<file path="src/rtl/pcrg_pkg.sv">
// Shared types, constants and helpers for the pinhole camera ray generator.
// No dependencies; every other file imports this package.
package pcrg_pkg;

    localparam int COMP_BITS     = 21;
    localparam int CFG_BITS      = 3 * COMP_BITS;
    localparam int PIX_PORT_BITS = 12;
    localparam int MAG_BITS      = 24;
    localparam int OUT_FRAC      = 15;
    localparam int OUT_BITS      = 16;
    localparam int SQ_BITS       = 2 * MAG_BITS;
    localparam int SUM_BITS      = SQ_BITS + 2;
    localparam int ROOT_BITS     = SUM_BITS / 2;
    localparam int QUO_BITS      = 16;
    localparam int NUM_BITS      = MAG_BITS + OUT_FRAC + 1;

    localparam logic [OUT_BITS-1:0] POS_LIMIT = 16'd32767;
    localparam logic [OUT_BITS-1:0] NEG_LIMIT = 16'd32768;

    typedef logic [1:0] cfg_idx_t;
    localparam cfg_idx_t CFG_CORNER = 2'd0;
    localparam cfg_idx_t CFG_STEP_X = 2'd1;
    localparam cfg_idx_t CFG_STEP_Y = 2'd2;

    typedef logic [MAG_BITS-1:0] mag_t;

    typedef struct packed {
        mag_t [2:0] mag;
        logic [2:0] neg;
        logic       deg;
    } pcrg_item_t;

    function automatic logic signed [COMP_BITS-1:0] get_comp(
        input logic [CFG_BITS-1:0] packed_reg,
        input int                  k
    );
        return signed'(packed_reg[k*COMP_BITS +: COMP_BITS]);
    endfunction

endpackage

</file>
<file path="src/rtl/pcrg_queue.sv">
// Short transaction queue between the front and back parts.
// Depends on pcrg_pkg for the item type.
module pcrg_queue
    import pcrg_pkg::*;
#(
    parameter int DEPTH = 4
)
(
    input  logic       clk,
    input  logic       rst_n,
    input  logic       push,
    input  pcrg_item_t push_item,
    input  logic       pop,
    output pcrg_item_t pop_item,
    output logic       full,
    output logic       empty
);

    localparam int PTR_BITS = (DEPTH > 1) ? $clog2(DEPTH) : 1;
    localparam int CNT_BITS = $clog2(DEPTH + 1);

    pcrg_item_t            mem_reg [DEPTH];
    logic [PTR_BITS-1:0]   wr_ptr_reg;
    logic [PTR_BITS-1:0]   wr_ptr_next;
    logic [PTR_BITS-1:0]   rd_ptr_reg;
    logic [PTR_BITS-1:0]   rd_ptr_next;
    logic [CNT_BITS-1:0]   count_reg;
    logic [CNT_BITS-1:0]   count_next;

    assign full     = (count_reg == CNT_BITS'(DEPTH));
    assign empty    = (count_reg == '0);
    assign pop_item = mem_reg[rd_ptr_reg];

    always_comb
    begin
        wr_ptr_next = wr_ptr_reg;
        rd_ptr_next = rd_ptr_reg;
        count_next  = count_reg;
        if (push)
        begin
            wr_ptr_next = (wr_ptr_reg == PTR_BITS'(DEPTH-1)) ? '0 : wr_ptr_reg + 1'b1;
        end
        if (pop)
        begin
            rd_ptr_next = (rd_ptr_reg == PTR_BITS'(DEPTH-1)) ? '0 : rd_ptr_reg + 1'b1;
        end
        if (push && !pop)
        begin
            count_next = count_reg + 1'b1;
        end
        else if (pop && !push)
        begin
            count_next = count_reg - 1'b1;
        end
    end

    always_ff @(posedge clk or negedge rst_n)
    begin
        if (!rst_n)
        begin
            wr_ptr_reg <= '0;
            rd_ptr_reg <= '0;
            count_reg  <= '0;
        end
        else
        begin
            wr_ptr_reg <= wr_ptr_next;
            rd_ptr_reg <= rd_ptr_next;
            count_reg  <= count_next;
        end
    end

    always_ff @(posedge clk)
    begin
        if (push)
        begin
            mem_reg[wr_ptr_reg] <= push_item;
        end
    end

    a_no_overflow: assert property (@(posedge clk) disable iff (!rst_n) !(push && full))
        else $error("queue push while full");
    a_no_underflow: assert property (@(posedge clk) disable iff (!rst_n) !(pop && empty))
        else $error("queue pop while empty");
    a_count_range: assert property (@(posedge clk) disable iff (!rst_n)
        count_reg <= CNT_BITS'(DEPTH))
        else $error("queue count out of range");
    a_count_grow: assert property (@(posedge clk) disable iff (!rst_n)
        (push && !pop) |=> (count_reg == $past(count_reg) + 1'b1))
        else $error("queue count did not advance on push");

endmodule

</file>
<file path="config.mk">
export PLATFORM = sky130hd
export DESIGN_NAME = pcrg_queue
export DESIGN_NICKNAME = d
export VERILOG_FILES = /design/src/rtl/pcrg_pkg.sv /design/src/rtl/pcrg_queue.sv
export SDC_FILE = /design/constraint.sdc
export NUM_CORES = 1
export LEC_CHECK = 0
export BUFFER_PORTS_ARGS = -buffer_cell sky130_fd_sc_hd__buf_2
export CORE_MARGIN = 2
export CORE_UTILIZATION = 57
export DETAILED_ROUTE_END_ITERATION = 10
export PLACE_DENSITY = 0.87
export SLEW_MARGIN = 10
export SYNTH_ARGS = -nofsm -noshare
export SYNTH_HDL_FRONTEND = slang
export SYNTH_SLANG_ARGS = --single-unit
export TNS_END_PERCENT = 30
</file>
<file path="constraint.sdc">
create_clock -name clk -period 3.4 [get_ports clk]
set_clock_uncertainty 0.15 [all_clocks]
set_input_delay 0.51 -clock clk [delete_from_list [all_inputs] [get_ports clk]]
set_output_delay 0.51 -clock clk [all_outputs]
set_load 0.01 [all_outputs]
</file>
Word level (Yosys, flattened, before mapping):

Memory sizes are Yosys's and may differ from the RTL's.
Index checks and enable logic that the tools add are counted.

* reduce and logical (&&, ||, !) cells: 6
* shift operators: 0
* mux-type cells: 6
* div/mod/pow operators: 0
* multiply operators: 0
* $lt $le $gt $ge: 0
* add/subtract/negate cells: 4
* bitwise operators: 0
* equal/unequal tests: 3

Operators by type and width (number)
* two-way mux 3 bit: 2
* adder 2 x 1 -> 2 bit (second input constant): 2
* == test 2 bit (second input constant): 2
* two-way mux 2 bit: 2
* adder 3 x 1 -> 3 bit (second input constant): 1
* == test 3 bit (second input constant): 1
* zero test 3 bit: 1
* subtractor 3 x 1 -> 3 bit (second input constant): 1
* logical AND 1 bit: 2
* zero test 1 bit: 2
* two-way mux 1 bit: 2
* nonzero test 2 bit: 1

* bits of input ports: 80
* output and inout port bits: 78
* memories kept: 1
* bits in read-only memories: 0
* flip-flop bits (word level): 7
* bits in writable memories: 304
* word-level logic and storage cells: 23
* bits in latches: 0

Memory list
* mem_reg: words 4, bits a word 76, read ports 1, clocked after memory_dff 0, write ports 1, RTL line pcrg_queue.sv:22 `pcrg_item_t mem_reg [DEPTH];`

Depth between registers and ports, before layout:

Gate-level depths: netlist of the first run.

* word-level depth: 4
* depth in mapped cells: 7
* mapped depth without buffers: 7

Worst setup path after synthesis of the first run:

No wires, ideal clock.

* path kind: register -> register
* start point: reg wr_ptr_reg[0]
* end point: mem mem_reg[0][0] (netlist name), enable pin
* library setup time: 442 ps
* clock period less this slack: 2990 ps
* path buffers: 0
* required time: 2808 ps
* stages on the path, launching flop included: 4
* path slack: 410 ps
* data arrival time: 2398 ps
* cells stage by stage: dfrtp_1 > inv_1 > ha_1 > and2_1

RTL lines
* from (decl): RTL line pcrg_queue.sv:23 `logic [PTR_BITS-1:0] wr_ptr_reg;`
* from (signal assigned): RTL line pcrg_queue.sv:67 `wr_ptr_reg <= wr_ptr_next;`
* to (decl): RTL line pcrg_queue.sv:22

Straight into the memory's write port.

==> PnR_summary.wiki, run 1 <==
{| class="wikitable"
! Metric !! Value
|-
| Count of unresolved DRC violations after routing || 0
|-
| CP Cell Sequence || mux4_2, buf_2
|-
| Setup-violating endpoint count in the final report || 0
|-
| Prevailing post-synth register cell || edfxtp_1
|-
| First-pass GRT wire length || between 30000 and 40000 microns
|-
| Slew @ Worst Pin || ~1.2 ns
|-
| Number of fill cells in the layout || 1219
|-
| Hold crit path type || primary input to flip-flop
|-
| Max-cap violations || 0
|-
| Initial cell density of the core || between 50% and 60%
|-
| Proportion of register bits with asynchronous set or reset after synthesis || 2.25%
|-
| Crit-path leading delay family || flip-flops
|-
| Final critical path time including I/O delays and setup || 3.05 ns
|-
| Largest net degree at the start of global routing || 79
|-
| Die width || around 150 microns
|-
| CP Class || flip-flop to output pin
|-
| Final max-slew violation count || 0
|-
| DIE AREA || between 0.02 and 0.025 sq mm
|-
| CTS-repair resized insts || 0
|-
| Leading post-synthesis cells by instance count || edfxtp_1, mux4_2, buf_2, dfrtp_1, ha_1
|-
| Pwr Density || 851 mW/mm^2
|-
| Post-synth EDFFs || around 300
|-
| Worst path slowest cell || dfrtp_4
|-
| Fraction of layout instances using a drive strength above 1 || about 46%
|-
| Required @ worst endpoint || between 2 and 3 ns
|-
| Mean area per synthesized cell || approximately 26 sq um
|-
| Number of sinks handled by clock tree synthesis || a little over 300
|-
| # hold bufs at CTS || 1
|-
| Final antenna-violating net count || 0
|-
| Proportion of synthesized chip area in sequential cells || 81.7%
|-
| Setup crit start kind || flip-flop
|-
| All-Layer GR Usage || between 10% and 20%
|-
| Clock tree from TritonCTS || yes
|-
| Max reg flops || a little over 300
|-
| Htree depth || 1
|-
| Number of buffers created by CTS || 29
|-
| Later-pin clock latency in the skew report || 0.52 ns
|-
| Number of distinct library cells after synthesis || 21
|-
| Capturing element type of the critical path || output pin
|-
| Number of setup buffers added after CTS || 0
|-
| Initial DRC count || ~390
|-
| Final cell count without fillers || approximately 900
|-
| Most common cell in the netlist || edfxtp_1
|-
| IR Drop Worst-Case VDD || around 950 uV
|-
| Area Growth Syn to Fin || 18.2%
|-
| Global placer's final weighted congestion || roughly 0.71
|-
| Seq cells post-synth || around 310
|-
| Detailed-router iteration count before antenna repair || 4
|-
| Count of vias placed by the detailed router || 5065
|-
| Post-route total power || between 10 and 15 mW
|-
| Largest area contributor in the synthesized netlist || edfxtp_1
|-
| Warnings, synthesis || 0
|-
| Final hold vios || 0
|-
| Cell area after technology mapping || 0.0114 sq mm
|-
| WL per Instance || 22.6 microns
|-
| Setup repair after global routing missed its margin || false
|-
| Total congestion overflow after global routing || 0
|-
| Gate count of the mapped netlist || between 400 and 500
|-
| Final wirelength || 20400 microns
|-
| # nets final || 700
|-
| Clock transition at the register clock pins on the worst setup and hold paths after CTS || around 0.060 ns
|-
| Top post-synthesis cells by area || edfxtp_1, mux4_2, dfrtp_1
|-
| Placement row count || a little over 50
|-
| CTS root buf || clkbuf_16
|-
| Hpwl dp || between 10000 and 15000 microns
|-
| Final critical-path share of the clock period || between 80% and 90%
|-
| Final core occ || around 69%
|-
| Via count of the first global-routing pass || between 5000 and 6000
|-
| Count of buffering cells on the critical path with inverters included || 1
|-
| Combined area of the multi-input logic cells || 0.00194 sq mm
|-
| Core Area || roughly 0.02 sq mm
|-
| Number of nets in the synthesized netlist || between 500 and 600
|-
| Run status || completed
|-
| Placed Cells || roughly 850
|-
| Achievable Freq || around 330 MHz
|-
| Port Buffer Count || 157
|-
| Combined flip-flop and latch cell area || 0.00931 sq mm
|-
| Initial antenna violation count || 4
|-
| Die height || roughly 150 microns
|-
| Share of the synthesized area in the top cell type || between 80% and 90%
|-
| Vias per cell || between 5 and 6
|-
| Total negative slack for setup checks || 0 ns
|-
| Number of buffers between clock root and the deepest sink || 3
|-
| Leakage power of the design || 4.61 nW
|-
| Crit Path Max Fanout || 78
|-
| Relative slew margins || a little under a quarter
|-
| I/O pin count || between 150 and 200
|-
| Highest cell delay on the worst timing path || 1.14 ns
|-
| Arrival time of data at the critical path endpoint || about 2.4 ns
|}
[cell families after synthesis]
| logic type | share of synthesized area (%) |
|---|---|
| buf+inv | 1.38 |
| flops | 81.7 |
| mux | 15.3 |
| compound gates | 0.0878 |
| simple gates | 0.494 |
| xor+xnor | 0.231 |
| fa+ha+maj | 0.835 |
[worst register-to-register path, delay by kind of cell (launching register included)]
kind | cells | cell delay (ns)
simple gates | 1 | 0.61
buf+inv | 2 | 0.45
flops | 1 | 0.42
fa+ha+maj | 1 | 0.16
[per-stage QoR]
step / hold slack, ns / area, sq um / setup WS (ns)
after floorplan: 0.0644 / 11400 / 0.410
after global placement: 0.210 / 12500 / 0.918
after detailed placement: 0.223 / 12500 / 0.884
after CTS: 0.0213 / 13500 / 0.324
after global routing: 0.0215 / 13500 / 0.240
final: 0.0430 / 13500 / 0.347
[layout make-up]
class	count	share of cell area, %
flip-flops and latches	311	69.2
multi-input cells	102	14.4
repair buffers	165	6.76
clock buffers	29	5.39
well taps	265	2.46
clock inverters	23	1.64
inverters	4	0.112
diodes	3	0.0558
[layout by cell type, fill, tap and decap left out, types with 2 or more instances in the layout]
master / n
clkbuf_16: 29
clkinvlp_4: 4
buf_4: 2
mux4_2: 76
dfrtp_1: 5
nor2_1: 3
nand2_1: 2
buf_2: 157
inv_1: 4
clkinv_1: 7
and2_4: 4
ha_1: 6
mux2_2: 3
xor2_1: 2
diode_2: 3
clkinv_2: 7
bufinv_16: 4
dfrtp_4: 2
buf_12: 5
edfxtp_1: 304
o21ai_0: 2
[layer usage]
layer	vias to the layer above	part of all wire [%]	global-route usage (%)
li1	2223	-	-
met1	2656	39	25.2
met2	157	52	33.8
met3	27	6.7	4.98
met4	2	1.7	4.51
met5	-	0.054	0
[final timing paths]
kind | startpoint | cells past startpoint | slack [ns] | endpoint
hold / removal | push_item[31] | 1 | 0.04 | mem_reg[2][31]$_DFFE_PP_
max in group asynchronous | rst_n | 2 | 2.69 | rd_ptr_reg[0]$_DFFE_PN0P_
setup reg to reg | wr_ptr_reg[0]$_DFFE_PN0P_ | 4 | 1.27 | mem_reg[0][69]$_DFFE_PP_
hold reg to reg | count_reg[2]$_DFFE_PN0P_ | 1 | 0.39 | count_reg[2]$_DFFE_PN0P_
setup / recovery | rd_ptr_reg[1]$_DFFE_PN0P_ | 2 | 0.35 | pop_item[49]
min in group asynchronous | rst_n | 2 | 0.21 | wr_ptr_reg[0]$_DFFE_PN0P_
[power breakdown]
group	total [mW]	internal [mW]	switching, mW
Combinational	2.97	1.49	1.48
Clock	3.17	1.85	1.31
Sequential	5.32	4.92	0.404
Power figures use the tool's default switching activity.
==> run 2: changes to the inputs <==
CORE_ASPECT_RATIO = 0.6   (was not set)
==> run 2 against run 1 <==
Effect of this change:
- utilization down 1.2 points
- critical path type unchanged
- non-clock buffer count up 2
- clock power down 5%
- global-route usage up 0.52 points
- via count up 2.9%
- die area up 0.17%
- register-to-register slack about the same
==> PnR_summary.wiki, run 2 (same netlist as run 1, synthesis figures left out) <==
{| class="wikitable"
! Metric !! Value
|-
| Run status || completed
|-
| CP Class || flip-flop to output pin
|-
| Hold EP || mem_reg[3][53]$_DFFE_PP_
|-
| Number of fill cells in the layout || 1239 (+1.6%)
|-
| Count of vias placed by the detailed router || 5211 (+2.9%)
|-
| CTS root buf || clkbuf_16
|-
| Met3 wire len || 2200 microns (+60%)
|-
| Final antenna-violating net count || 0 (unchanged)
|-
| DIE AREA || 0.0212 sq mm (+0.17%)
|-
| Most frequent cells in the layout || edfxtp_1, buf_2, mux4_2, clkbuf_16, clkinv_1
|-
| All-Layer GR Usage || 20.0% (+0.52 points)
|-
| Hpwl dp || 13000 microns (+7.2%)
|-
| Worst path slowest cell || dfrtp_4
|-
| Final cell count without fillers || 912 (+1.1%)
|-
| Worst Setup Slack post-DPL || 0.933 ns (+0.0485 ns)
|-
| Reg-to-reg endpoint || mem_reg[2][31]$_DFFE_PP_
|-
| Fraction of layout instances using a drive strength above 1 || 45.5% (-0.86 points)
|-
| Worst setup slack for register-to-register paths || 1.27 ns (about the same)
|-
| Final worst-path setup slack || 0.398 ns (+0.0510 ns)
|-
| Relative slew margins || 53.3% (+30 points)
|-
| Final hold vios || 0 (unchanged)
|-
| Pwr Density || 845 mW/mm^2 (-0.68%)
|-
| Htree depth || 1 (unchanged)
|-
| Initial cell density of the core || 57.5% (-0.86 points)
|-
| IR Drop Worst-Case VDD || 633 uV (-33%)
|-
| Hold crit path type || primary input to flip-flop
|-
| Worst hold slack || 0.0409 ns (-0.00216 ns)
|-
| Vias per cell || 5.71 (+1.8%)
|-
| Detailed-router iteration count before antenna repair || 4 (unchanged)
|-
| Final wirelength || 21100 microns (+3.6%)
|-
| Met1 Wirelength || 8580 microns (+6.8%)
|-
| Crit Path Max Fanout || 47 (-40%)
|-
| Max reg flops || 304 (unchanged)
|-
| Met2 wire length || 9970 microns (-5.9%)
|-
| Post-route total power || 11.4 mW (-0.91%)
|-
| Final critical-path share of the clock period || 88.3% (-1.5 points)
|-
| Number of setup buffers added after CTS || 0 (unchanged)
|-
| Uppermost layer routed || met5
|-
| Setup-violating endpoint count in the final report || 0 (unchanged)
|-
| Slew @ Worst Pin || 0.701 ns (-0.451 ns)
|-
| Worst hold start || push_item[53]
|-
| Worst Hold Depth || 1 (unchanged)
|-
| Arrival time of data at the critical path endpoint || 2.34 ns (-0.05 ns)
|-
| Final critical path time including I/O delays and setup || 3.00 ns (-0.0510 ns)
|-
| Worst flop-to-flop path startpoint || wr_ptr_reg[0]$_DFFE_PN0P_
|-
| Number of sinks handled by clock tree synthesis || 311 (unchanged)
|-
| I/O pin count || 158 (unchanged)
|-
| Total congestion overflow after global routing || 0 (unchanged)
|-
| Die height || 114 microns (-22%)
|-
| WL per Instance || 23.1 microns (+2.5%)
|-
| Max-cap violations || 0 (unchanged)
|-
| Clock transition at the register clock pins on the worst setup and hold paths after CTS || 0.07 ns (about the same)
|-
| First-pass GRT wire length || 31500 microns (-0.50%)
|-
| Area of placed instances || 0.0125 sq mm (+0.20%)
|-
| Initial DRC count || 393 (+1.6%)
|-
| Total negative slack for setup checks || 0 ns (unchanged)
|-
| Largest net degree at the start of global routing || 48 (-39%)
|-
| Placement row count || 40 (-22%)
|-
| Die width || 187 microns (+28%)
|-
| Most frequent standard cell in the layout excluding fill and tap cells || edfxtp_1
|-
| CP Cell Sequence || buf_4, mux4_2, buf_2
|-
| Core Area || 0.0198 sq mm (+1.5%)
|-
| # nets final || 701 (+0.14%)
|-
| Number of buffers between clock root and the deepest sink || 3 (unchanged)
|-
| Achievable Freq || 333 MHz (+1.7%)
|-
| Leakage power of the design || 4.59 nW (-0.37%)
|-
| Setup repair after global routing missed its margin || false
|-
| Post-route standard cell area excluding fillers || 0.0134 sq mm (-0.23%)
|-
| Via count of the first global-routing pass || 5514 (-1.5%)
|-
| Clock tree from TritonCTS || yes
|-
| Capturing element type of the critical path || output pin
|-
| Area Growth Syn to Fin || 17.9%
|-
| Count of unresolved DRC violations after routing || 0 (unchanged)
|-
| Number of cells on the worst reg-to-reg path || 4 (unchanged)
|-
| Number of buffers created by CTS || 28 (-3.4%)
|-
| Global placer's final weighted congestion || 0.754 (+6.5%)
|-
| Required @ worst endpoint || 2.74 ns (about the same)
|-
| Port Buffer Count || 157 (unchanged)
|-
| Setup crit start kind || flip-flop
|-
| Placed Cells || 856 (+1.2%)
|-
| Final max-slew violation count || 0 (unchanged)
|-
| Highest cell delay on the worst timing path || 0.86 ns (-0.28 ns)
|-
| Initial antenna violation count || 6 (+2)
|-
| Later-pin clock latency in the skew report || 0.53 ns (about the same)
|-
| Final core occ || 67.8% (-1.2 points)
|}
==> run 2: timing repair <==
| item | CTS | global route |
|---|---|---|
| hold endpoints to repair | 7 | 0 |
| gates resized for setup | 0 | 0 |
| hold buffers | 1 | 0 |
==> run 2: worst max-delay path by stage <==
stage                                         start  cells after the start  slack (ns)                 endpoint
final                     rd_ptr_reg[1]$_DFFE_PN0P_                      3        0.40             pop_item[11]
after global routing      rd_ptr_reg[1]$_DFFE_PN0P_                      3        0.31              pop_item[5]
after CTS                 rd_ptr_reg[1]$_DFFE_PN0P_                      3        0.34             pop_item[11]
after detailed placement  rd_ptr_reg[1]$_DFFE_PN0P_                      3        0.93             pop_item[11]
after global placement    rd_ptr_reg[1]$_DFFE_PN0P_                      3        0.97              pop_item[3]
after floorplan           wr_ptr_reg[0]$_DFFE_PN0P_                      3        0.41  mem_reg[0][0]$_DFFE_PP_
==> run 2: final cells by class <==
type | count | area, sq um | area share (%)
antenna | 4 | 10.0 | 0.0745
clock buffer | 35 | 748 | 5.57
clock inverter | 16 | 139 | 1.03
inverter | 4 | 15.0 | 0.112
multi-input combinational | 102 | 1940 | 14.5
sequential | 311 | 9310 | 69.3
tap | 273 | 342 | 2.54
timing repair buffer | 167 | 926 | 6.89
==> run 2: metal layers <==
metal | track usage [%] | up-vias
met5 | 0 | -
met4 | 3.49 | 8
met3 | 6.28 | 38
met2 | 32.5 | 244
met1 | 27.7 | 2690
li1 | - | 2231
==> run 2: worst max-delay path, delay by kind of cell, from the launching register on <==
kind                   cells  cell delay [ns]
DFF                        1             0.86
buffers and inverters      2             0.55
muxes                      1             0.39
==> run 2: where the power goes <==
group	switching, mW	internal, mW	leakage [nW]
clock	1.30	1.71	0.431
sequential	0.316	4.92	2.87
combinational	1.62	1.49	1.29
total	3.23	8.12	4.59
